--- src/rtl/user_range_permission_check_defines.svh ---
// assertion macros for the range permission check rtl
`ifndef USER_RANGE_PERMISSION_CHECK_DEFINES_SVH
`define USER_RANGE_PERMISSION_CHECK_DEFINES_SVH

// expression must hold at every edge out of reset
`define URPC_ASSERT_ALWAYS(label, clk, rst, expr, msg) \
   label: assert property (@(posedge clk) disable iff (rst) (expr)) else $error(msg);

// antecedent implies consequent in the same cycle
`define URPC_ASSERT_IMPL(label, clk, rst, ante, cons, msg) \
   label: assert property (@(posedge clk) disable iff (rst) (ante) |-> (cons)) \
      else $error(msg);

// antecedent implies consequent in the next cycle
`define URPC_ASSERT_NEXT(label, clk, rst, ante, cons, msg) \
   label: assert property (@(posedge clk) disable iff (rst) (ante) |=> (cons)) \
      else $error(msg);

`endif

--- src/rtl/urpc_pkg.sv ---
// shared types, codes and helpers for the range permission check
package urpc_pkg;

   localparam int DEF_PAGE_BITS   = 12;
   localparam int DEF_TABLE_PAGES = 1024;
   localparam int DEF_QUEUE_DEPTH = 2;

   localparam int ADDR_W      = 32;
   localparam int CSR_INDEX_W = 4;
   localparam int FLAG_W      = 4;

   localparam logic [ADDR_W-1:0] WIN_START_RESET = 32'd0;
   localparam logic [ADDR_W-1:0] WIN_END_RESET   = 32'd4194304;

   localparam logic [1:0] MODE_READ  = 2'd0;
   localparam logic [1:0] MODE_WRITE = 2'd1;
   localparam logic [1:0] MODE_ENTRY = 2'd2;

   localparam logic [CSR_INDEX_W-1:0] CSR_WIN_START = 4'd0;
   localparam logic [CSR_INDEX_W-1:0] CSR_WIN_END   = 4'd1;

   localparam int FLAG_MAPPED   = 0;
   localparam int FLAG_PRESENT  = 1;
   localparam int FLAG_USER     = 2;
   localparam int FLAG_WRITABLE = 3;

   typedef enum logic [1:0] {
      KIND_ENTRY  = 2'd0,
      KIND_RESULT = 2'd1,
      KIND_WALK   = 2'd2
   } kind_type;

   typedef struct packed {
      kind_type            kind;
      logic                need_write;
      logic                result;
      logic [FLAG_W-1:0]   flags;
   } cmd_type;

   function automatic logic page_ok(input logic [FLAG_W-1:0] flags, input logic need_write);
      page_ok = flags[FLAG_MAPPED] & flags[FLAG_PRESENT] & flags[FLAG_USER] &
                (~need_write | flags[FLAG_WRITABLE]);
   endfunction

endpackage

--- src/rtl/urpc_fifo.sv ---
// small command queue between the classifier and the page walker
module urpc_fifo #(
   parameter int DEPTH = urpc_pkg::DEF_QUEUE_DEPTH,
   parameter int WIDTH = 8
) (
   input  logic             clock,
   input  logic             reset,
   input  logic             wr_en,
   input  logic [WIDTH-1:0] wr_data,
   output logic             is_full,
   input  logic             rd_en,
   output logic [WIDTH-1:0] rd_data,
   output logic             is_empty
);
   import urpc_pkg::*;

   localparam int PTR_W = (DEPTH > 1) ? $clog2(DEPTH) : 1;
   localparam int CNT_W = $clog2(DEPTH + 1);

   logic [WIDTH-1:0] slot_ff [DEPTH];
   logic [PTR_W-1:0] wr_ptr_ff, wr_ptr_in;
   logic [PTR_W-1:0] rd_ptr_ff, rd_ptr_in;
   logic [CNT_W-1:0] count_ff, count_in;
   logic             do_wr, do_rd;

   assign is_full  = (count_ff == CNT_W'(DEPTH));
   assign is_empty = (count_ff == '0);
   assign do_wr    = wr_en & ~is_full;
   assign do_rd    = rd_en & ~is_empty;
   assign rd_data  = slot_ff[rd_ptr_ff];

   always_comb begin
      wr_ptr_in = wr_ptr_ff;
      rd_ptr_in = rd_ptr_ff;
      count_in  = count_ff;
      if (do_wr) begin
         wr_ptr_in = (wr_ptr_ff == PTR_W'(DEPTH - 1)) ? '0 : wr_ptr_ff + 1'b1;
      end
      if (do_rd) begin
         rd_ptr_in = (rd_ptr_ff == PTR_W'(DEPTH - 1)) ? '0 : rd_ptr_ff + 1'b1;
      end
      if (do_wr && !do_rd) begin
         count_in = count_ff + 1'b1;
      end else if (do_rd && !do_wr) begin
         count_in = count_ff - 1'b1;
      end
   end

   always_ff @(posedge clock) begin
      if (reset) begin
         wr_ptr_ff <= '0;
         rd_ptr_ff <= '0;
         count_ff  <= '0;
      end else begin
         wr_ptr_ff <= wr_ptr_in;
         rd_ptr_ff <= rd_ptr_in;
         count_ff  <= count_in;
      end
   end

   always_ff @(posedge clock) begin
      if (do_wr) begin
         slot_ff[wr_ptr_ff] <= wr_data;
      end
   end

endmodule

--- config.mk ---
export PLATFORM = sky130hd
export DESIGN_NAME = urpc_fifo
export DESIGN_NICKNAME = d
export VERILOG_FILES = /design/src/rtl/user_range_permission_check_defines.svh /design/src/rtl/urpc_pkg.sv /design/src/rtl/urpc_fifo.sv
export SDC_FILE = /design/constraint.sdc
export NUM_CORES = 1
export LEC_CHECK = 0
export BUFFER_PORTS_ARGS = -buffer_cell sky130_fd_sc_hd__buf_2
export CAP_MARGIN = 10
export CELL_PAD_IN_SITES_DETAIL_PLACEMENT = 0
export CELL_PAD_IN_SITES_GLOBAL_PLACEMENT = 2
export CORE_MARGIN = 2
export CORE_UTILIZATION = 33
export DETAILED_ROUTE_END_ITERATION = 8
export PLACE_DENSITY = 0.85
export SETUP_SLACK_MARGIN = 0.02
export SYNTH_ARGS = -nofsm -noshare
export SYNTH_HDL_FRONTEND = slang
export SYNTH_SLANG_ARGS = --single-unit
--- constraint.sdc ---
create_clock -name clock -period 1.6 [get_ports clock]
set_input_delay 0.4 -clock clock [delete_from_list [all_inputs] [get_ports clock]]
set_output_delay 0.4 -clock clock [all_outputs]
set_load 0.02 [all_outputs]
==> results.py <==
metrics = {
    "run_status": {
        "status": "finished, violations left",
        "violations": "setup timing",
    },
    "setup_path": {
        "crit_chain": "buf_8 -> mux2_4 -> buf_6",
        "cp_max_fo": 8,
        "crit_arrival_ns": 1.22,
        "crit_path_top_delay_cell": "dfxtp_2",
        "crit_path_max_incr_delay_ns": 0.35,
        "cp.required_ns": 1.20,
        "crit_type": "flip-flop to output pin",
        "startpoint_type": "flip-flop",
        "setup.worst_path.end_class": "output pin",
    },
    "route": {
        "drtIter0Drc": 9,
        "vias_per_cell": 4.32,
        "totalWireLength_microns": 1150,
        "ant_nets": 0,
        "wl_per_cell_microns": 11.1,
        "num_vias": 449,
        "drtPass1Iterations": 3,
        "drcViolationCount": 0,
    },
    "synth": {
        "synth-adder-area-share_pct": 1.58,
        "ys_types": 13,
        "synth_mux_area_share_pct": 11.4,
        "synthCells": 50,
        "synth.avg_cell_area_sq_um": 15.9,
        "synth-xor-area-share_pct": 3.31,
        "syn_nets": 63,
        "yosysSeqAreaShare_pct": 73.2,
        "syn-cell-area_sq_um": 793,
        "synthSimpleGateAreaFrac_pct": 5.84,
        "synth_warnings": 0,
        "synth_compound_area_share_pct": 3.15,
        "synth.ff_latch_count": 21,
        "synth_top_family_by_area": "multiplexers",
    },
    "placement": {
        "placed_cells": 100,
        "place.gp.congestion": 0.605,
        "io_buffers": 21,
        "hpwl_microns": 867,
    },
    "clock_network": {
        "clk_pin_slew_ns": 0.11,
        "cts_tree": "done",
        "clock_path_buffers": 2,
        "cts_buffers": 3,
        "cts_num_sinks": 21,
        "cts-root-buf": "clkbuf_4",
        "holdBufCountCts": 0,
        "cts_setup_buffers": 0,
        "clk_latency_ns": 0.29,
        "htreeDepth": 1,
    },
    "timing": {
        "worst_slew_pin_slew_ns": 0.315,
        "maxSlewViolCount": 0,
        "finalSetupViolations": 8,
        "final-hold-violation-count": 0,
        "hold_ws_ns": 0.291,
        "max_freq_mhz": 618,
        "period_share_pct": 101,
        "rsz0062_at_grt": "true",
        "setup_ws_ns": -0.0182,
        "min_period_ns": 1.62,
        "slew_headroom_pct": 79.0,
        "skew_ns": 0.000611,
    },
    "layout": {
        "drive_gt1_share_pct": 52.6,
        "syn2layout_area_growth_pct": 35.2,
        "fillers": 201,
        "diodes": 0,
        "nNetsFinal": 90,
        "stdcell_count": 104,
        "fin_util_pct": 48.0,
    },
    "global_routing": {
        "overflow": 0,
        "grt_pass1_wl_microns": 1790,
        "grt_pass1_vias": 450,
        "grt.total_usage_pct": 8.97,
        "antenna_found_initial": 0,
        "grt_max_degree": 14,
    },
    "floorplan": {
        "coreArea_sq_um": 2230,
        "rows": 17,
        "start_util_pct": 35.5,
        "die_h_microns": 53.0,
        "die_area_sq_um": 2810,
        "die_x_microns": 53.0,
        "io_pins": 22,
    },
    "pwr": {
        "vdd_drop_max_uv": 851,
        "power.density_nw_per_um2": 1590,
        "leakage_uw": 0.000437,
    },
    "hold_path": {
        "min_path_type": "primary input to flip-flop",
    },
    "run": {
        "drv_cap": 0,
    },
}
[state kept, by name (all words and copies together) (netlist names), named ones only]
register   cells
slot_ff       16
count_ff       2
rd_ptr_ff      1
wr_ptr_ff      1
[power by group]
part           total [uW]  internal [uW]  switching (uW)  leakage (uW)
Sequential            758            703            55.3      0.000192
Combinational         705            368             337      0.000231
Clock                 243           94.7             148     0.0000139
Total                1710           1170             540      0.000437
[worst paths after layout]
path / start / endpoint / slack [ns] / cells past startpoint
worst max register to register: count_ff[1] / count_ff[1] / 0.14 / 5
worst max-delay path: flip-flop / rd_data[3] / -0.02 / 3
worst min-delay path: wr_data[2] / slot_ff[1][2] / 0.29 / 1
worst min register to register: wr_ptr_ff / wr_ptr_ff / 0.50 / 2
[cells by family after synthesis]
| group | after synthesis |
|---|---|
| adders and majority gates | 1 |
| AOI/OAI and AO/OA | 5 |
| muxes | 8 |
| and+or+nand+nor | 9 |
| DFF | 21 |
| xor gates and xnor gates | 3 |
| buffers and inverters | 3 |
[layout by cell type, fill, tap and decap left out, drive strengths merged]
master / netlist / routed
buf: 1 / 23
inv: 2 / 2
nor2: 5 / 5
xor2: 3 / 3
a21oi: 2 / 2
ha: 1 / 1
or3: 2 / 2
and2: 1 / 1
o21ai: 3 / 3
edfxtp: 16 / 16
dfxtp: 5 / 5
nor2b: 1 / 1
mux2: 8 / 8
clkbuf: 0 / 3
clkinvlp: 0 / 1
[layer usage]
| metal | part of all wire (%) | up-vias | track usage (%) |
|---|---|---|---|
| met1 | 47 | 201 | 9.06 |
| met3 | 6.0 | 0 | 2.82 |
| met5 | 0 | - | 0 |
| li1 | - | 233 | - |
| met2 | 47 | 15 | 17.3 |
| met4 | 0 | 0 | 2.56 |
[metrics by stage]
stage	total power (uW)	TNS (ns)	cell area, sq um	setup slack [ns]
global route	1810	-0.618	1070	-0.0838
floorplan	1150	0	798	0.100
finish	1710	-0.115	1070	-0.0182
global placement	1300	0	948	0.0889
CTS	1720	-0.277	1070	-0.0392
detailed placement	1310	0	948	0.0370
[critical path: cells and delay by family, from the launching register on]
family | cells | cell delay (ns)
buffers and inverters | 2 | 0.27
DFF | 1 | 0.35
muxes | 1 | 0.31
[cell type report]
type                    count  area (sq um)  area share (%)
clock inverters             1          7.51           0.700
well taps                  28          35.0            3.27
repair buffers             23           178            16.6
flip-flops and latches     21           584            54.5
clock buffers               3          22.5            2.10
multi-input cells          26           238            22.2
inverters                   2          7.51           0.700
[Yosys cell counts]
cell type | instances | share of area (%)
nor2b_2 | 1 | 1.1
dfxtp_1 | 5 | 13
edfxtp_1 | 16 | 61
buf_2 | 1 | 0.63
o21ai_0 | 3 | 1.9
xor2_1 | 3 | 3.3
nor2_1 | 5 | 2.4
ha_1 | 1 | 1.6
a21oi_1 | 2 | 1.3
mux2_2 | 8 | 11
or3_1 | 2 | 1.6
inv_1 | 2 | 0.95
and2_1 | 1 | 0.79
[repair_timing]
| action | 4_1_cts | 5_1_grt |
|---|---|---|
| gates cloned | 0 | 0 |
| pin swaps | 0 | 0 |
| endpoints found under the setup margin | 9 | 9 |
| gates resized for setup | 28 | 3 |
| endpoints found under the hold margin | 0 | 0 |
Note: power is estimated with default switching activity, not from simulation.
