## config.mk

```make
export PLATFORM = sky130hd
export DESIGN_NAME = urpc_back
export DESIGN_NICKNAME = d
export VERILOG_FILES = /design/src/rtl/urpc_pkg.sv /design/src/rtl/urpc_back.sv
export VERILOG_INCLUDE_DIRS = /design/src /design/src/rtl
export SDC_FILE = /design/constraint.sdc
export NUM_CORES = 2
export LEC_CHECK = 0
export BUFFER_PORTS_ARGS = -buffer_cell sky130_fd_sc_hd__buf_2
export CORE_MARGIN = 2
export CORE_UTILIZATION = 45
export DETAILED_ROUTE_END_ITERATION = 6
export PLACE_DENSITY = 0.62
export SLEW_MARGIN = 20
export SYNTH_ARGS = -nofsm -noshare
export SYNTH_HDL_FRONTEND = slang
export SYNTH_SLANG_ARGS = --single-unit
```

## constraint.sdc

```tcl
create_clock -name clock -period 46.9 [get_ports clock]
set_input_delay 2.345 -clock clock [delete_from_list [all_inputs] [get_ports clock]]
set_output_delay 2.345 -clock clock [all_outputs]
set_load 0.02 [all_outputs]
```

## src/rtl/user_range_permission_check_defines.svh

```systemverilog
// assertion macros for the range permission check rtl
`ifndef USER_RANGE_PERMISSION_CHECK_DEFINES_SVH
`define USER_RANGE_PERMISSION_CHECK_DEFINES_SVH

// expression must hold at every edge out of reset
`define URPC_ASSERT_ALWAYS(label, clk, rst, expr, msg) \
   label: assert property (@(posedge clk) disable iff (rst) (expr)) else $error(msg);

// antecedent implies consequent in the same cycle
`define URPC_ASSERT_IMPL(label, clk, rst, ante, cons, msg) \
   label: assert property (@(posedge clk) disable iff (rst) (ante) |-> (cons)) \
      else $error(msg);

// antecedent implies consequent in the next cycle
`define URPC_ASSERT_NEXT(label, clk, rst, ante, cons, msg) \
   label: assert property (@(posedge clk) disable iff (rst) (ante) |=> (cons)) \
      else $error(msg);

`endif

```

## src/rtl/urpc_pkg.sv

```systemverilog
// shared types, codes and helpers for the range permission check
package urpc_pkg;

   localparam int DEF_PAGE_BITS   = 12;
   localparam int DEF_TABLE_PAGES = 1024;
   localparam int DEF_QUEUE_DEPTH = 2;

   localparam int ADDR_W      = 32;
   localparam int CSR_INDEX_W = 4;
   localparam int FLAG_W      = 4;

   localparam logic [ADDR_W-1:0] WIN_START_RESET = 32'd0;
   localparam logic [ADDR_W-1:0] WIN_END_RESET   = 32'd4194304;

   localparam logic [1:0] MODE_READ  = 2'd0;
   localparam logic [1:0] MODE_WRITE = 2'd1;
   localparam logic [1:0] MODE_ENTRY = 2'd2;

   localparam logic [CSR_INDEX_W-1:0] CSR_WIN_START = 4'd0;
   localparam logic [CSR_INDEX_W-1:0] CSR_WIN_END   = 4'd1;

   localparam int FLAG_MAPPED   = 0;
   localparam int FLAG_PRESENT  = 1;
   localparam int FLAG_USER     = 2;
   localparam int FLAG_WRITABLE = 3;

   typedef enum logic [1:0] {
      KIND_ENTRY  = 2'd0,
      KIND_RESULT = 2'd1,
      KIND_WALK   = 2'd2
   } kind_type;

   typedef struct packed {
      kind_type            kind;
      logic                need_write;
      logic                result;
      logic [FLAG_W-1:0]   flags;
   } cmd_type;

   function automatic logic page_ok(input logic [FLAG_W-1:0] flags, input logic need_write);
      page_ok = flags[FLAG_MAPPED] & flags[FLAG_PRESENT] & flags[FLAG_USER] &
                (~need_write | flags[FLAG_WRITABLE]);
   endfunction

endpackage

```

## src/rtl/urpc_back.sv

```systemverilog
// page flag store, page walker and result register
module urpc_back #(
   parameter int TABLE_PAGES = urpc_pkg::DEF_TABLE_PAGES,
   parameter int IDX_W       = $clog2(urpc_pkg::DEF_TABLE_PAGES)
) (
   input  logic                clock,
   input  logic                reset,
   input  logic                q_empty,
   output logic                q_pop,
   input  urpc_pkg::cmd_type   q_cmd,
   input  logic [IDX_W-1:0]    q_first,
   input  logic [IDX_W-1:0]    q_last,
   output logic                clearing,
   output logic                empty,
   input  logic                pop,
   output logic                rsp_allowed
);
   import urpc_pkg::*;

   `include "user_range_permission_check_defines.svh"

   typedef enum logic [3:0] {
      ST_CLEAR = 4'b0001,
      ST_IDLE  = 4'b0010,
      ST_WALK  = 4'b0100,
      ST_HOLD  = 4'b1000
   } state_type;

   state_type         state_ff, state_in;
   logic [IDX_W-1:0]  walk_page_ff, walk_page_in;
   logic [IDX_W-1:0]  walk_last_ff, walk_last_in;
   logic              walk_write_ff, walk_write_in;
   logic              issuing_ff, issuing_in;
   logic              rd_pend_ff, rd_pend_in;
   logic              rd_last_ff, rd_last_in;
   logic              res_ff, res_in;
   logic              out_valid_ff, out_valid_in;
   logic              out_allowed_ff, out_allowed_in;
   logic [FLAG_W-1:0] rd_data_ff;
   logic [FLAG_W-1:0] flag_mem [TABLE_PAGES];

   logic              mem_we;
   logic [IDX_W-1:0]  mem_waddr;
   logic [FLAG_W-1:0] mem_wdata;
   logic              out_free, load, load_val, finish, fin_val, at_last;

   assign clearing    = (state_ff == ST_CLEAR);
   assign empty       = ~out_valid_ff;
   assign rsp_allowed = out_allowed_ff;
   assign out_free    = ~out_valid_ff | pop;
   assign at_last     = (walk_page_ff == walk_last_ff);

   always_comb begin
      state_in      = state_ff;
      walk_page_in  = walk_page_ff;
      walk_last_in  = walk_last_ff;
      walk_write_in = walk_write_ff;
      issuing_in    = issuing_ff;
      rd_pend_in    = 1'b0;
      rd_last_in    = rd_last_ff;
      res_in        = res_ff;
      q_pop         = 1'b0;
      mem_we        = 1'b0;
      mem_waddr     = q_first;
      mem_wdata     = q_cmd.flags;
      load          = 1'b0;
      load_val      = 1'b0;
      finish        = 1'b0;
      fin_val       = 1'b0;
      case (state_ff)
         ST_CLEAR: begin
            mem_we    = 1'b1;
            mem_waddr = walk_page_ff;
            mem_wdata = '0;
            if (walk_page_ff == IDX_W'(TABLE_PAGES - 1)) begin
               walk_page_in = '0;
               state_in     = ST_IDLE;
            end else begin
               walk_page_in = walk_page_ff + 1'b1;
            end
         end
         ST_IDLE: begin
            if (!q_empty) begin
               case (q_cmd.kind)
                  KIND_ENTRY: begin
                     q_pop  = 1'b1;
                     mem_we = 1'b1;
                  end
                  KIND_RESULT: begin
                     if (out_free) begin
                        q_pop    = 1'b1;
                        load     = 1'b1;
                        load_val = q_cmd.result;
                     end
                  end
                  KIND_WALK: begin
                     q_pop         = 1'b1;
                     walk_page_in  = q_first;
                     walk_last_in  = q_last;
                     walk_write_in = q_cmd.need_write;
                     issuing_in    = 1'b1;
                     state_in      = ST_WALK;
                  end
                  default: q_pop = 1'b1;
               endcase
            end
         end
         ST_WALK: begin
            if (rd_pend_ff) begin
               if (!page_ok(rd_data_ff, walk_write_ff)) begin
                  finish = 1'b1;
               end else if (rd_last_ff) begin
                  finish  = 1'b1;
                  fin_val = 1'b1;
               end
            end
            if (finish) begin
               issuing_in = 1'b0;
               if (out_free) begin
                  load     = 1'b1;
                  load_val = fin_val;
                  state_in = ST_IDLE;
               end else begin
                  res_in   = fin_val;
                  state_in = ST_HOLD;
               end
            end else if (issuing_ff) begin
               rd_pend_in = 1'b1;
               rd_last_in = at_last;
               issuing_in = ~at_last;
               if (!at_last) begin
                  walk_page_in = walk_page_ff + 1'b1;
               end
            end
         end
         ST_HOLD: begin
            if (out_free) begin
               load     = 1'b1;
               load_val = res_ff;
               state_in = ST_IDLE;
            end
         end
         default: state_in = ST_IDLE;
      endcase
      out_valid_in   = (out_valid_ff & ~pop) | load;
      out_allowed_in = load ? load_val : out_allowed_ff;
   end

   always_ff @(posedge clock) begin
      if (reset) begin
         state_ff      <= ST_CLEAR;
         walk_page_ff  <= '0;
         walk_last_ff  <= '0;
         walk_write_ff <= 1'b0;
         issuing_ff    <= 1'b0;
         rd_pend_ff    <= 1'b0;
         rd_last_ff    <= 1'b0;
         res_ff        <= 1'b0;
         out_valid_ff  <= 1'b0;
      end else begin
         state_ff      <= state_in;
         walk_page_ff  <= walk_page_in;
         walk_last_ff  <= walk_last_in;
         walk_write_ff <= walk_write_in;
         issuing_ff    <= issuing_in;
         rd_pend_ff    <= rd_pend_in;
         rd_last_ff    <= rd_last_in;
         res_ff        <= res_in;
         out_valid_ff  <= out_valid_in;
      end
   end

   always_ff @(posedge clock) begin
      out_allowed_ff <= out_allowed_in;
   end

   always_ff @(posedge clock) begin
      if (mem_we) begin
         flag_mem[mem_waddr] <= mem_wdata;
      end
      rd_data_ff <= flag_mem[walk_page_ff];
   end

   `URPC_ASSERT_IMPL(a_pop_nonempty, clock, reset, q_pop, !q_empty, "pop from empty queue")
   `URPC_ASSERT_IMPL(a_pend_in_walk, clock, reset, rd_pend_ff, state_ff == ST_WALK,
                     "page read pending outside walk")
   `URPC_ASSERT_IMPL(a_walk_bound, clock, reset, (state_ff == ST_WALK) && issuing_ff,
                     walk_page_ff <= walk_last_ff, "walk cursor past last page")
   `URPC_ASSERT_NEXT(a_result_held, clock, reset, out_valid_ff && !pop,
                     out_valid_ff && $stable(out_allowed_ff), "waiting result changed")

endmodule
```

==> flow_summary_export.csv <==
group,metric,value,unit
run_status,outcome,"complete, but fails checks",
run_status,failed_checks,"DRC",
route,detail_route.first_pass.iterations,7,
clock_network,ctsRootBufferMaster,"sky130_fd_sc_hd__clkbuf_16",
floorplanning,starting_utilization_of_the_core_area,0.452,
synth,synth.yosys.warnings,0,
floorplanning,fp.coreArea,363000,um2
synth,yosysMostFrequentCell,"sky130_fd_sc_hd__edfxtp_1",
route,routed-via-count,88824,
clock_network,postCtsSetupRepairBufs,0,
timing,fin_tns_setup,0,ps
global_route,grt_pass1_wl,695,mm
setup_path,cp.arrival,7260,ps
route,detail-route-antenna-nets,0,
clock_network,clock_latency,1010,ps
global_route,number_of_global_route_vias_before_repair,87298,
timing,hold_slack,504,ps
clock_network,ctsHtreeMaxLevel,5,
timing,timing_max_transition_violations_final,0,
final_layout,nets,8638,
timing,achievable-frequency,157,MHz
route,drt-total-wl,501,mm
synth,ys_types,85,
synth,synthesized_flop_and_latch_total,4131,
synth,seq_area_frac_synth,0.755,
setup_path,cp-start-kind,"register",
final_layout,flow.area_growth_from_synthesis,11.6,%
synth,synthFlopType,"sky130_fd_sc_hd__edfxtp_1",
synth,synth_edf_count,4097,
timing,grt_setup_unrepaired,"false",
clock_network,post_cts_resize_count,0,
route,vias_per_instance,6.45,
synth,syn_nets,8524,
floorplanning,floorplan.die_area,369000,um2
clock_network,tritoncts.num_buffers,408,
global_route,pin_count_of_the_biggest_net_entering_global_routing,202,
setup_path,crit_type,"reg2reg",
run,max-cap-violations,0,
floorplanning,io_pins,36,
floorplanning,num_rows,221,
clock_network,cts.hold.buffers_added,0,
synth,biggest_area_contributors_in_the_synthesized_netlist,"sky130_fd_sc_hd__edfxtp_1 75%, sky130_fd_sc_hd__mux4_2 13%, sky130_fd_sc_hd__nor2_1 2.6%, sky130_fd_sc_hd__mux2i_1 2.1%, sky130_fd_sc_hd__nand2_1 0.67%",
pwr,irDropWorstVdd,0.0000386,V
floorplanning,dieWidth,607,um
synth,synthesis.area,164000,um2
timing,tightest_slew,1220,ps
clock_network,cts_tree,"done",
min_path,holdCritPathClass,"reg2reg",
global_route,track_usage,0.267,
setup_path,critPathRequiredTime,47780,ps
route,avgRoutedWirePerCell,36.4,um
placement,post-dp-hpwl,300,mm
route,detailroute.wirelength.met3,57.9,mm
synth,synth_top_area_cell,"sky130_fd_sc_hd__edfxtp_1",
clock_network,clk_transition_reported_paths,70,ps
route,drtIter0Drc,14499,
final_layout,layout-drive-gt1-share,0.218,
timing,skew,86.1,ps
synth,synth_commonest_cells,"4097 x sky130_fd_sc_hd__edfxtp_1, 1125 x sky130_fd_sc_hd__nor2_1, 925 x sky130_fd_sc_hd__mux4_2",
synth,synthCells,8491,
timing,timing.final.crit_share,0.136,
placement,place.gp.congestion,0.893,
synth,synth_top_cell_area_share,0.751,
clock_network,cts_buffer_depth,4,
synth,synth-async-reset-ratio,0,
route,drcViolationCount,2,
clock_network,clock-sinks,4131,
timing,setup_viol,0,
global_route,initial_antenna_violation_count,49,
route,highest_metal_used,"met5",
setup_path,critical_path_maximum_fanout,44,
route,dr_wl_met2,233,mm
global_route,overflow,0,
pwr,power.leakage,0.0566,uW
timing,min_period,6390,ps
floorplanning,fp.dieH,607,um
setup_path,critical_path_sink_type,"register",
synth,postSynthAreaPerCell,19.3,um2
placement,place_inst,12988,
pwr,pwr_density_cell,50.2,nW/um2
placement,buffer_ports.inserted,35,
route,routedLengthMet1,184,mm
final_layout,finalNonFillerCells,13764,
timing,maxSlewHeadroom,0.179,
timing,timing.final.hold_violations,0,
-- per-stage QoR --
step	area (um2)	setup WS [ps]	util	power (uW)
6_report	183000	40510	0.504	9170
5_1_grt	183000	40430	0.504	9390
4_1_cts	183000	40640	0.504	9190
3_5_place_dp	169000	40160	0.467	5960
3_3_place_gp	169000	40290	0.467	5940
2_1_floorplan	164000	28950	-	5540
-- cells by family after synthesis --
kind of cell               share of synthesized area
DFF                                            0.755
and+or+nand+nor                               0.0445
muxes                                          0.150
AOI/OAI and AO/OA                             0.0304
buffers and inverters                         0.0197
xor gates and xnor gates                    0.000588
adders and majority gates                  0.0000764
-- power by group --
| part | total (uW) | internal (uW) | switching (uW) |
|---|---|---|---|
| sequential | 4210 | 4190 | 21.4 |
| combinational | 1690 | 611 | 1080 |
| clock | 3280 | 1870 | 1410 |
| total | 9170 | 6670 | 2510 |
-- critical path, cell delays in order (launching register included) --
cell                       delay, ps
sky130_fd_sc_hd__dfxtp_4         800
sky130_fd_sc_hd__buf_4           610
sky130_fd_sc_hd__buf_4           670
sky130_fd_sc_hd__buf_4           820
sky130_fd_sc_hd__mux4_2          620
sky130_fd_sc_hd__a22o_1          260
sky130_fd_sc_hd__a221oi_1        720
sky130_fd_sc_hd__o21ai_0         300
sky130_fd_sc_hd__nor4_1          850
sky130_fd_sc_hd__o311a_1         350
sky130_fd_sc_hd__o22ai_1         100
-- placed cells by master (no fill, tap or decap), types with 19 or more instances in the layout --
| cell type | n |
|---|---|
| sky130_fd_sc_hd__edfxtp_1 | 4097 |
| sky130_fd_sc_hd__clkinv_2 | 78 |
| sky130_fd_sc_hd__o221ai_1 | 85 |
| sky130_fd_sc_hd__clkbuf_1 | 70 |
| sky130_fd_sc_hd__nor2_1 | 1116 |
| sky130_fd_sc_hd__clkbuf_16 | 414 |
| sky130_fd_sc_hd__buf_2 | 35 |
| sky130_fd_sc_hd__clkinv_1 | 99 |
| sky130_fd_sc_hd__mux2i_1 | 347 |
| sky130_fd_sc_hd__nand2_1 | 256 |
| sky130_fd_sc_hd__o21ai_0 | 59 |
| sky130_fd_sc_hd__o22ai_1 | 108 |
| sky130_fd_sc_hd__bufinv_16 | 45 |
| sky130_fd_sc_hd__nand3_1 | 71 |
| sky130_fd_sc_hd__a211oi_1 | 37 |
| sky130_fd_sc_hd__nand2_4 | 32 |
| sky130_fd_sc_hd__mux2_2 | 19 |
| sky130_fd_sc_hd__a31oi_1 | 29 |
| sky130_fd_sc_hd__a21oi_1 | 103 |
| sky130_fd_sc_hd__a22oi_1 | 103 |
| sky130_fd_sc_hd__nor3_1 | 56 |
| sky130_fd_sc_hd__buf_4 | 259 |
| sky130_fd_sc_hd__dfxtp_1 | 26 |
| sky130_fd_sc_hd__mux4_2 | 925 |
| sky130_fd_sc_hd__diode_2 | 27 |
-- flip-flops by register name (all words and copies together) (netlist names) --
name           count
flag_mem        4096
walk_last_ff      10
walk_page_ff      10
rd_data_ff         4
state_ff           4
issuing_ff         1
out_valid_ff       1
rd_last_ff         1
rd_pend_ff         1
res_ff             1
rsp_allowed        1
walk_write_ff      1
-- worst paths after layout --
path	from	end	slack [ps]	depth (start not counted)
worst min-delay path	issuing_ff$_SDFFE_PP0P_	rd_pend_ff$_SDFF_PP0_	500	2
worst min register to register	issuing_ff$_SDFFE_PP0P_	rd_pend_ff$_SDFF_PP0_	500	2
worst max-delay path	walk_page_ff[0]$_SDFFE_PP0P_	rd_data_ff[2]$_DFF_P_	40510	10
worst max register to register	walk_page_ff[0]$_SDFFE_PP0P_	rd_data_ff[2]$_DFF_P_	40510	10
-- final cells by class --
cell class                      count  area (um2)
Clock buffer                      486       10700
Sequential cell                  4131      124000
Antenna cell                       27        67.6
Tap cell                         4794        6000
Clock inverter                    262        2610
Fill cell                       28785      180000
Multi-Input combinational cell   3747       37400
Inverter                           11        52.6
Timing Repair Buffer              306        2370
-- metal layers --
layer	up-vias	track usage
met5	-	0
met3	1079	0.0598
met1	46944	0.362
met2	5959	0.415
li1	34832	-
met4	10	0.124
(Power assumes the default switching activity.)
