**config.mk**
```make
export PLATFORM = sky130hd
export DESIGN_NAME = urpc_front
export DESIGN_NICKNAME = d
export VERILOG_FILES = /design/src/rtl/user_range_permission_check_defines.svh /design/src/rtl/urpc_pkg.sv /design/src/rtl/urpc_front.sv
export SDC_FILE = /design/constraint.sdc
export NUM_CORES = 1
export LEC_CHECK = 0
export BUFFER_PORTS_ARGS = -buffer_cell sky130_fd_sc_hd__buf_2
export CAP_MARGIN = 10
export CELL_PAD_IN_SITES_DETAIL_PLACEMENT = 0
export CELL_PAD_IN_SITES_GLOBAL_PLACEMENT = 1
export CORE_AREA = 3 3 109 190
export DETAILED_ROUTE_END_ITERATION = 8
export DIE_AREA = 0 0 112 193
export GPL_ROUTABILITY_DRIVEN = 0
export PLACE_DENSITY_LB_ADDON = 0.12
export RECOVER_POWER = 100
export REMOVE_ABC_BUFFERS = 1
export SLEW_MARGIN = 0
export SYNTH_ARGS = -nofsm -noshare
export SYNTH_HDL_FRONTEND = slang
export SYNTH_SLANG_ARGS = --single-unit
```
**constraint.sdc**
```tcl
create_clock -name clock -period 6.3 [get_ports clock]
set_input_delay 0.63 -clock clock [delete_from_list [all_inputs] [get_ports clock]]
set_output_delay 0.63 -clock clock [all_outputs]
set_load 0.02 [all_outputs]
```
**src/rtl/user_range_permission_check_defines.svh**
```systemverilog
// assertion macros for the range permission check rtl
`ifndef USER_RANGE_PERMISSION_CHECK_DEFINES_SVH
`define USER_RANGE_PERMISSION_CHECK_DEFINES_SVH

// expression must hold at every edge out of reset
`define URPC_ASSERT_ALWAYS(label, clk, rst, expr, msg) \
   label: assert property (@(posedge clk) disable iff (rst) (expr)) else $error(msg);

// antecedent implies consequent in the same cycle
`define URPC_ASSERT_IMPL(label, clk, rst, ante, cons, msg) \
   label: assert property (@(posedge clk) disable iff (rst) (ante) |-> (cons)) \
      else $error(msg);

// antecedent implies consequent in the next cycle
`define URPC_ASSERT_NEXT(label, clk, rst, ante, cons, msg) \
   label: assert property (@(posedge clk) disable iff (rst) (ante) |=> (cons)) \
      else $error(msg);

`endif

```
**src/rtl/urpc_pkg.sv**
```systemverilog
// shared types, codes and helpers for the range permission check
package urpc_pkg;

   localparam int DEF_PAGE_BITS   = 12;
   localparam int DEF_TABLE_PAGES = 1024;
   localparam int DEF_QUEUE_DEPTH = 2;

   localparam int ADDR_W      = 32;
   localparam int CSR_INDEX_W = 4;
   localparam int FLAG_W      = 4;

   localparam logic [ADDR_W-1:0] WIN_START_RESET = 32'd0;
   localparam logic [ADDR_W-1:0] WIN_END_RESET   = 32'd4194304;

   localparam logic [1:0] MODE_READ  = 2'd0;
   localparam logic [1:0] MODE_WRITE = 2'd1;
   localparam logic [1:0] MODE_ENTRY = 2'd2;

   localparam logic [CSR_INDEX_W-1:0] CSR_WIN_START = 4'd0;
   localparam logic [CSR_INDEX_W-1:0] CSR_WIN_END   = 4'd1;

   localparam int FLAG_MAPPED   = 0;
   localparam int FLAG_PRESENT  = 1;
   localparam int FLAG_USER     = 2;
   localparam int FLAG_WRITABLE = 3;

   typedef enum logic [1:0] {
      KIND_ENTRY  = 2'd0,
      KIND_RESULT = 2'd1,
      KIND_WALK   = 2'd2
   } kind_type;

   typedef struct packed {
      kind_type            kind;
      logic                need_write;
      logic                result;
      logic [FLAG_W-1:0]   flags;
   } cmd_type;

   function automatic logic page_ok(input logic [FLAG_W-1:0] flags, input logic need_write);
      page_ok = flags[FLAG_MAPPED] & flags[FLAG_PRESENT] & flags[FLAG_USER] &
                (~need_write | flags[FLAG_WRITABLE]);
   endfunction

endpackage

```
**src/rtl/urpc_front.sv**
```systemverilog
// window registers and transaction classifier
module urpc_front #(
   parameter int PAGE_BITS   = urpc_pkg::DEF_PAGE_BITS,
   parameter int TABLE_PAGES = urpc_pkg::DEF_TABLE_PAGES,
   parameter int IDX_W       = $clog2(urpc_pkg::DEF_TABLE_PAGES)
) (
   input  logic                                clock,
   input  logic                                reset,
   input  logic                                csr_valid,
   output logic                                csr_ready,
   input  logic [urpc_pkg::CSR_INDEX_W-1:0]    csr_index,
   input  logic [urpc_pkg::ADDR_W-1:0]         csr_data,
   input  logic                                push,
   output logic                                full,
   input  logic [1:0]                          req_mode,
   input  logic [urpc_pkg::ADDR_W-1:0]         req_address,
   input  logic [urpc_pkg::ADDR_W-1:0]         req_length,
   input  logic                                req_entry_mapped,
   input  logic                                req_entry_present,
   input  logic                                req_entry_user,
   input  logic                                req_entry_writable,
   input  logic                                q_full,
   input  logic                                clearing,
   output logic                                q_push,
   output urpc_pkg::cmd_type                   q_cmd,
   output logic [IDX_W-1:0]                    q_first,
   output logic [IDX_W-1:0]                    q_last
);
   import urpc_pkg::*;

   logic [ADDR_W-1:0] win_start_ff, win_start_in;
   logic [ADDR_W-1:0] win_end_ff, win_end_in;
   logic [ADDR_W-1:0] last_addr, first_page, end_page;
   logic              accept, keep;

   assign csr_ready = 1'b1;
   assign full      = q_full | clearing;
   assign accept    = push & ~full;
   assign q_push    = accept & keep;

   assign last_addr  = req_address + req_length - 32'd1;
   assign first_page = req_address >> PAGE_BITS;
   assign end_page   = last_addr >> PAGE_BITS;
   assign q_first    = first_page[IDX_W-1:0];
   assign q_last     = end_page[IDX_W-1:0];

   always_comb begin
      win_start_in = win_start_ff;
      win_end_in   = win_end_ff;
      if (csr_valid) begin
         case (csr_index)
            CSR_WIN_START: win_start_in = csr_data;
            CSR_WIN_END:   win_end_in   = csr_data;
            default:       ;
         endcase
      end
   end

   always_comb begin
      keep             = 1'b0;
      q_cmd.kind       = KIND_RESULT;
      q_cmd.need_write = (req_mode == MODE_WRITE);
      q_cmd.result     = 1'b0;
      q_cmd.flags      = {req_entry_writable, req_entry_user, req_entry_present,
                          req_entry_mapped};
      case (req_mode)
         MODE_READ, MODE_WRITE: begin
            keep = 1'b1;
            if (req_length == '0) begin
               q_cmd.result = (req_address >= win_start_ff) && (req_address < win_end_ff);
            end else if ((last_addr < req_address) || (req_address < win_start_ff) ||
                         (last_addr >= win_end_ff) ||
                         (end_page >= ADDR_W'(TABLE_PAGES))) begin
               q_cmd.result = 1'b0;
            end else begin
               q_cmd.kind = KIND_WALK;
            end
         end
         MODE_ENTRY: begin
            q_cmd.kind = KIND_ENTRY;
            keep       = (first_page < ADDR_W'(TABLE_PAGES));
         end
         default: keep = 1'b0;
      endcase
   end

   always_ff @(posedge clock) begin
      if (reset) begin
         win_start_ff <= WIN_START_RESET;
         win_end_ff   <= WIN_END_RESET;
      end else begin
         win_start_ff <= win_start_in;
         win_end_ff   <= win_end_in;
      end
   end

endmodule

```
==> results of run 1 <==
logic make-up (layout without fill, tap and decap cells):
| logic type | Yosys count | count (layout) | synth area share, % |
|---|---|---|---|
| adders and majority gates | 188 | 188 | 29.29 |
| and+or+nand+nor | 308 | 308 | 17.51 |
| muxes | 3 | 3 | 0.3887 |
| DFF | 64 | 64 | 15.92 |
| buffers and inverters | 247 | 362 | 12.39 |
| AOI/OAI and AO/OA | 278 | 278 | 21.63 |
| xor gates and xnor gates | 26 | 26 | 2.829 |
| other | 1 | 1 | 0.04660 |
path summary, 6_finish.rpt:
kind              cells after the start                          start                            end  slack (ns)
hold reg to reg                       2  win_start_ff[10]$_SDFFE_PP0P_  win_start_ff[10]$_SDFFE_PP0P_        0.45
setup reg to reg                      2  win_start_ff[20]$_SDFFE_PP0P_  win_start_ff[20]$_SDFFE_PP0P_        5.60
setup / recovery                     21                 req_address[1]                       q_cmd[7]        0.32
hold / removal                        2  win_start_ff[10]$_SDFFE_PP0P_  win_start_ff[10]$_SDFFE_PP0P_        0.45
metrics by stage:
stage          total power [mW]  area, sq um
2_1_floorplan             1.067         7801
3_3_place_gp              1.384         8865
3_5_place_dp              1.388         8865
4_1_cts                   1.944         9199
5_1_grt                   2.086         9213
6_report                  1.935         9213
area by class of cell:
cell class                 count  area (sq um)
clock inverter                 2         60.06
multi-input combinational    804          5821
sequential                    64          1281
fill                        2081          9985
clock buffer                  14         274.0
timing repair buffer         146         724.4
tap                          241         301.5
inverter                     200         750.7
power groups by stage:
| stage | logic [mW] | registers, mW | clock network [mW] |
|---|---|---|---|
| 2_1_floorplan | 0.647 | 0.421 | 0 |
| 3_3_place_gp | 0.963 | 0.422 | 0 |
| 3_5_place_dp | 0.967 | 0.422 | 0 |
| 4_1_cts | 0.974 | 0.413 | 0.557 |
| 5_1_grt | 1.10 | 0.413 | 0.570 |
| 6_report | 0.974 | 0.413 | 0.548 |
routing by layer:
metal,vias to the layer above,GRT usage (%)
met5,-,0
met4,2,9.995
met3,63,3.560
met2,208,47.34
met1,3527,22.83
li1,4002,-
Yosys cell counts (14+ instances only):
cell type	count
sky130_fd_sc_hd__nor3_1	14
sky130_fd_sc_hd__buf_4	15
sky130_fd_sc_hd__ha_1	186
sky130_fd_sc_hd__nor2_1	38
sky130_fd_sc_hd__nand4_1	24
sky130_fd_sc_hd__clkbuf_1	25
sky130_fd_sc_hd__xnor2_1	16
sky130_fd_sc_hd__nand2_1	168
sky130_fd_sc_hd__a211oi_1	14
sky130_fd_sc_hd__dfxtp_1	64
sky130_fd_sc_hd__o21ai_0	38
sky130_fd_sc_hd__a21o_1	35
sky130_fd_sc_hd__o21a_1	14
sky130_fd_sc_hd__inv_1	200
sky130_fd_sc_hd__a21oi_1	129
repair_timing:
action / CTS / global route
resized for setup: 0 / 9
buffers inserted: 0 / 1
setup endpoints to repair: 0 / 2
worst register-to-register path, delay by kind of cell, from the launching register on:
kind             cells  cell delay, ns
flip-flops           1            0.37
AO/OA/AOI/OAI        1            0.19
AND/OR/NAND/NOR      1            0.06
flip-flops by register name (all words and copies together), names as in the netlist:
signal,count
win_end_ff,32
win_start_ff,32
==> results.txt, run 1 <==
----------------------------------------------------
[Power]
  Clock power share ... 28.3%
  Internal power ... 1.179 mW
  Part of the total power dissipated in sequential elements ... 21.4%
  Areal power density over the cells ... 210.1 nW/um^2
  Fraction of power spent switching nets ... 39.06%
  Leakage power figure ... 4.263 nW
  Switch Pwr ... 0.7558 mW
  Worst vdd ir ... 0.0001488 V
  Portion of total power attributed to combinational logic ... 50.4%

[Timing]
  Setup skew after layout ... 0 ns
  Number of failing hold endpoints at the final stage ... 0
  Highest clock frequency the design can meet ... 0.1671 GHz
  Slew @ Worst Pin ... 1.656 ns
  Post-route setup slack ... 0.3162 ns
  Hold slack final ... 0.4513 ns
  Setup repair after global routing missed its margin ... no
  Final-layout setup total negative slack ... 0 ns
  Final worst path period share ... 94.98%
  Fin. max-slew vios ... 66
  Max-slew headroom ... -10.39%
  Count of endpoints failing setup in the final report ... 0
  Final period demand of the worst path ... 5.984 ns

[Logic synthesis]
  Number of distinct library cells after synthesis ... 64
  Cell taking the most area after synthesis ... sky130_fd_sc_hd__ha_1
  Synthesized flop and latch total ... 64
  Count of mapped cells out of synthesis ... 1,115
  Number of synthesized flops with an enable pin ... 0
  Average footprint of a synthesized cell ... 7.218 sq um
  Share of flip-flops with an asynchronous set or reset ... 0%
  Primary FF master, synth ... sky130_fd_sc_hd__dfxtp_1
  Yosys warning count ... 0
  Mapped cell area ... 8048 sq um
  Portion of synthesized cell area occupied by the leading cell type ... 28.92%
  Cell types occupying the most area after synthesis ... sky130_fd_sc_hd__ha_1 29%, sky130_fd_sc_hd__dfxtp_1 16%, sky130_fd_sc_hd__inv_1 9.3%
  Proportion of synthesized chip area in sequential cells ... 15.92%

[Floorplan]
  Die outline area ... 21,620 sq um
  Overall die width ... 112 microns
  Row Count ... 67
  I/O pin count ... 143
  Vert. Die Dim ... 193 microns
  Starting density of the core ... 41.92%
  Core footprint ... 19,200 sq um

[CTS]
  Clock root buffer ... sky130_fd_sc_hd__clkbuf_16
  Clock slew seen by the registers of the worst setup and hold paths ... 0.05 ns
  Clock Sink Count ... 64
  TritonCTS clock tree ... done
  Clock tree buffer depth ... 2
  CTS Hold Buffers Added ... 0
  Clock latency at the later pin of the worst-skew pair ... 0.33 ns
  Number of levels the H-tree was split into ... 3
  CTS buffer count ... 9

[Detailed routing]
  Total met3 wirelength after detailed routing ... 1120 microns
  Detail-routed via count per cell ... 5.304
  # DRC ... 0
  DRT Pass-1 Iters ... 6
  Highest layer used for signal routing ... met5
  Routed Wire Length ... 25,600 microns
  Iteration-0 DRC Markers ... 282
  ANT nets after route ... 0
  Met2 WL ... 14,300 microns
  Met1 wire length ... 8960 microns
  Via count ... 7,802
  Wire length per cell after detailed routing ... 17.40 microns

[Finish]
  Fraction of layout instances using a drive strength above 1 ... 13.01%
  Number of nets in the layout ... 1,524
  Cell Count, Final, Fillers Out ... 1,471
  Diode insertion count for antenna repair ... 0
  Final core area utilization ... 47.99%
  Commonest cells after routing, fill and taps aside ... 200 x sky130_fd_sc_hd__inv_1, 186 x sky130_fd_sc_hd__ha_1, 168 x sky130_fd_sc_hd__nand2_1
  Most common cell after layout, fill and taps aside ... sky130_fd_sc_hd__inv_1
  Area grow syn2layout ... 14.47%

[Setup path]
  Largest stage delay on the critical path ... 0.48 ns
  WS Path Type ... in2out
  Slowest-stage cell, CP ... sky130_fd_sc_hd__or4_4
  Cell-by-cell trace of the critical path ... buf_2 > inv_1 > ha_1 > inv_1 > ha_1 > inv_1 > fa_1 > nor2b_2 > o2111ai_2 > a21oi_1 > o311ai_4 > o41ai_2 > a41o_2 > ha_1 > and3_1 > a211o_1 > a211o_1 > or4_4 > nor4_2 > and3_1 > buf_2
  Buffers plus inverters on the worst setup path ... 5
  Family of cells with the greatest summed delay on the critical path ... compound AO/OA/AOI/OAI gates
  Critical path endpoint category ... primary output
  Req. time, crit path ... 5.67 ns
  Arrival @ worst endpoint ... 5.35 ns
  Maximum fanout along the worst path ... 3
  Kind of launch point of the worst setup path ... primary input

[GRT]
  Final global-route overflow total ... 0
  First-pass GRT wire length ... 39,230 microns
  Via count of the first global-routing pass ... 7,679
  Overall track demand over capacity in global routing ... 23.27%
  Maximum number of pins on one net before global-route repair ... 65
  Number of antenna violations at the first check in global routing ... 1

[Placed design]
  Pre-CTS setup slack ... 0.1552 ns
  Number of buffers inserted by port buffering ... 133
  Half-perimeter wire length of the detailed placement result ... 21,780 microns
  Cells after DPL ... 1,454

[Status]
  Violated checks ... max-capacitance violations, max-slew violations
  Result of the run ... complete, but fails checks

[Worst hold path]
  Class of the tightest hold or removal check ... reg2reg

[Job]
  Count of max-cap constraint violations ... 2

----------------------------------------------------
Power figures use the tool's default switching activity.
==> run 2: changes to the inputs <==
Settings changed: CTS_BUF_LIST set to sky130_fd_sc_hd__clkbuf_8, SETUP_SLACK_MARGIN set to 0.5.
==> results.txt, run 2 (synthesis results as in run 1) <==
----------------------------------------------------
[Timing]
  Fin. max-slew vios ... 66 (unchanged)
  Post-route setup slack ... 0.4881 ns (+0.1718 ns)
  Hold slack final ... 0.4521 ns (+0.0008360 ns)
  Highest clock frequency the design can meet ... 0.1721 GHz (+3.0%)
  Final worst path period share ... 92.25% (-2.7 points)
  Slew @ Worst Pin ... 1.635 ns (-0.02106 ns)
  Final-layout setup total negative slack ... 0 ns (unchanged)
  Max-slew headroom ... -8.982% (+1.4 points)
  Count of endpoints failing setup in the final report ... 0 (unchanged)
  Number of failing hold endpoints at the final stage ... 0 (unchanged)
  Final period demand of the worst path ... 5.812 ns (-0.1718 ns)
  Setup repair after global routing missed its margin ... yes
  Setup skew after layout ... 0 ns (unchanged)

[Floorplan]
  Die outline area ... 21,620 sq um (unchanged)
  Starting density of the core ... 41.92% (unchanged)
  I/O pin count ... 143 (unchanged)
  Core footprint ... 19,200 sq um (unchanged)
  Overall die width ... 112 microns (unchanged)
  Vert. Die Dim ... 193 microns (unchanged)
  Row Count ... 67 (unchanged)

[Detailed routing]
  Wire length per cell after detailed routing ... 17.62 microns (+1.3%)
  Iteration-0 DRC Markers ... 264 (-6.4%)
  DRT Pass-1 Iters ... 7 (+1)
  # DRC ... 0 (unchanged)
  Detail-routed via count per cell ... 5.304 (about the same)
  Via count ... 7,962 (+2.1%)
  Routed Wire Length ... 26,450 microns (+3.3%)
  ANT nets after route ... 0 (unchanged)

[Setup path]
  WS Path Type ... in2out
  Crit path from ... req_address[1]
  Maximum fanout along the worst path ... 3 (unchanged)
  Arrival @ worst endpoint ... 5.18 ns (-0.17 ns)
  Kind of launch point of the worst setup path ... primary input
  Worst Reg2Reg Path Length in Cells ... 2 (unchanged)
  Req. time, crit path ... 5.67 ns (about the same)
  R2R Path Start ... win_start_ff[0]$_SDFFE_PP0P_
  Critical path endpoint category ... primary output

[GRT]
  Maximum number of pins on one net before global-route repair ... 65 (unchanged)
  Overall track demand over capacity in global routing ... 23.30% (+0.031 points)
  Via count of the first global-routing pass ... 7,713 (+0.44%)
  Number of antenna violations at the first check in global routing ... 1 (unchanged)
  Final global-route overflow total ... 0 (unchanged)
  First-pass GRT wire length ... 39,230 microns (about the same)

[Finish]
  Final core area utilization ... 51.97% (+4.0 points)
  Largest registers ... win_end_ff x32, win_start_ff x32
  FILL cells ... 1,988 (-4.5%)
  Diode insertion count for antenna repair ... 0 (unchanged)
  Sequential standard cell area ... 1281 sq um (unchanged)
  Combined area of the multi-input logic cells ... 6354 sq um (+9.2%)
  Area grow syn2layout ... 23.96%
  Commonest cells after routing, fill and taps aside ... 171 x sky130_fd_sc_hd__inv_1, 166 x sky130_fd_sc_hd__nand2_1, 157 x sky130_fd_sc_hd__ha_1
  Most common cell after layout, fill and taps aside ... sky130_fd_sc_hd__inv_1
  Number of nets in the layout ... 1,554 (+2.0%)
  Final non-filler cell area ... 9976 sq um (+8.3%)
  Fraction of layout instances using a drive strength above 1 ... 21.90% (+8.9 points)

[CTS]
  Number of levels the H-tree was split into ... 3 (unchanged)
  CTS Hold Buffers Added ... 0 (unchanged)
  Clock latency at the later pin of the worst-skew pair ... 0.34 ns (about the same)
  CTS buffer count ... 9 (unchanged)
  Clock Sink Count ... 64 (unchanged)
  Clock root buffer ... sky130_fd_sc_hd__clkbuf_8
  Clock slew seen by the registers of the worst setup and hold paths ... 0.06 ns (about the same)
  TritonCTS clock tree ... done
  Clock tree buffer depth ... 2 (unchanged)

[Worst hold path]
  Class of the tightest hold or removal check ... reg2reg
  Worst Hold Depth ... 2 (unchanged)
  Start point of the worst min-delay path ... win_start_ff[10]$_SDFFE_PP0P_

[Placed design]
  Number of buffers inserted by port buffering ... 133 (unchanged)
  Pre-CTS setup slack ... 0.1552 ns (unchanged)
  Half-perimeter wire length of the detailed placement result ... 21,780 microns (unchanged)
  Area of placed instances ... 8865 sq um (unchanged)

[Power]
  Worst vdd ir ... 0.0001315 V (-12%)
  Areal power density over the cells ... 195.9 nW/um^2 (-6.7%)
  Leakage power figure ... 4.421 nW (+3.7%)

[Status]
  Result of the run ... complete, but fails checks
  Violated checks ... max-capacitance violations, max-slew violations

[Job]
  Count of max-cap constraint violations ... 2 (unchanged)

----------------------------------------------------
-- run 2: cell types whose count changed in the layout (fill, tap and decap cells not counted), moves of 7 or more --
cell                        before  now
sky130_fd_sc_hd__clkbuf_16       9    0
sky130_fd_sc_hd__a21oi_2         3   11
sky130_fd_sc_hd__inv_1         200  171
sky130_fd_sc_hd__a21oi_1       129  118
sky130_fd_sc_hd__inv_2           0   26
sky130_fd_sc_hd__buf_2         113   99
sky130_fd_sc_hd__clkbuf_8        3   12
sky130_fd_sc_hd__ha_1          186  157
sky130_fd_sc_hd__buf_4           9   46
sky130_fd_sc_hd__buf_6           0    7
sky130_fd_sc_hd__ha_4            0   26
-- run 2: critical path: stages --
cell and delay [ns]:
sky130_fd_sc_hd__buf_8 0.11, sky130_fd_sc_hd__inv_6 0.06, sky130_fd_sc_hd__ha_4 0.19, sky130_fd_sc_hd__inv_2 0.06, sky130_fd_sc_hd__ha_4 0.14, sky130_fd_sc_hd__inv_2 0.05
sky130_fd_sc_hd__fa_2 0.41, sky130_fd_sc_hd__nor2b_4 0.16, sky130_fd_sc_hd__o2111ai_4 0.14, sky130_fd_sc_hd__a211oi_1 0.28, sky130_fd_sc_hd__o21ai_0 0.26, sky130_fd_sc_hd__a21oi_2 0.21
sky130_fd_sc_hd__o21ai_2 0.08, sky130_fd_sc_hd__xnor2_2 0.19, sky130_fd_sc_hd__ha_1 0.27, sky130_fd_sc_hd__a211o_1 0.29, sky130_fd_sc_hd__a211o_1 0.26, sky130_fd_sc_hd__a211o_1 0.23
sky130_fd_sc_hd__or4_4 0.54, sky130_fd_sc_hd__nor4_4 0.30, sky130_fd_sc_hd__and3_1 0.20, sky130_fd_sc_hd__buf_6 0.12
-- run 2: repair_timing --
action,4_1_cts,5_1_grt
resized for setup,28,143
pin swaps,11,53
setup endpoints to repair,2,2
setup buffers,1,30
-- run 2: cell type report --
cell class	count	share of cell area (%)
clock buffer	12	1.656
clock inverter	4	0.6773
inverter	200	7.676
multi-input combinational	804	63.69
sequential	64	12.84
tap	241	3.023
timing repair buffer	176	10.44
-- run 2: final timing paths --
path                                   endpoint  slack (ns)
setup / recovery                       q_cmd[7]        0.49
hold / removal    win_start_ff[10]$_SDFFE_PP0P_        0.45
setup reg to reg   win_start_ff[0]$_SDFFE_PP0P_        5.61
hold reg to reg   win_start_ff[10]$_SDFFE_PP0P_        0.45
-- run 2: routing by layer --
metal | up-vias | global-route usage (%) | wire (microns)
met5 | - | 0 | 9
met2 | 233 | 47.30 | 14750
met1 | 3589 | 22.75 | 9171
met3 | 79 | 3.841 | 1170
li1 | 4059 | - | -
met4 | 2 | 10.09 | 1338
-- run 2: where the power goes --
group          switching (mW)  leakage, nW  internal, mW
logic                   0.645         3.78         0.493
registers             0.00277        0.517         0.410
clock network           0.152        0.125         0.253
total                   0.799         4.42          1.16
-- run 2: metrics by stage --
stage	cells	total power, mW
2_1_floorplan	1068	1.067
3_3_place_gp	1454	1.384
3_5_place_dp	1454	1.388
4_1_cts	1471	1.833
5_1_grt	1501	2.104
6_report	1501	1.955
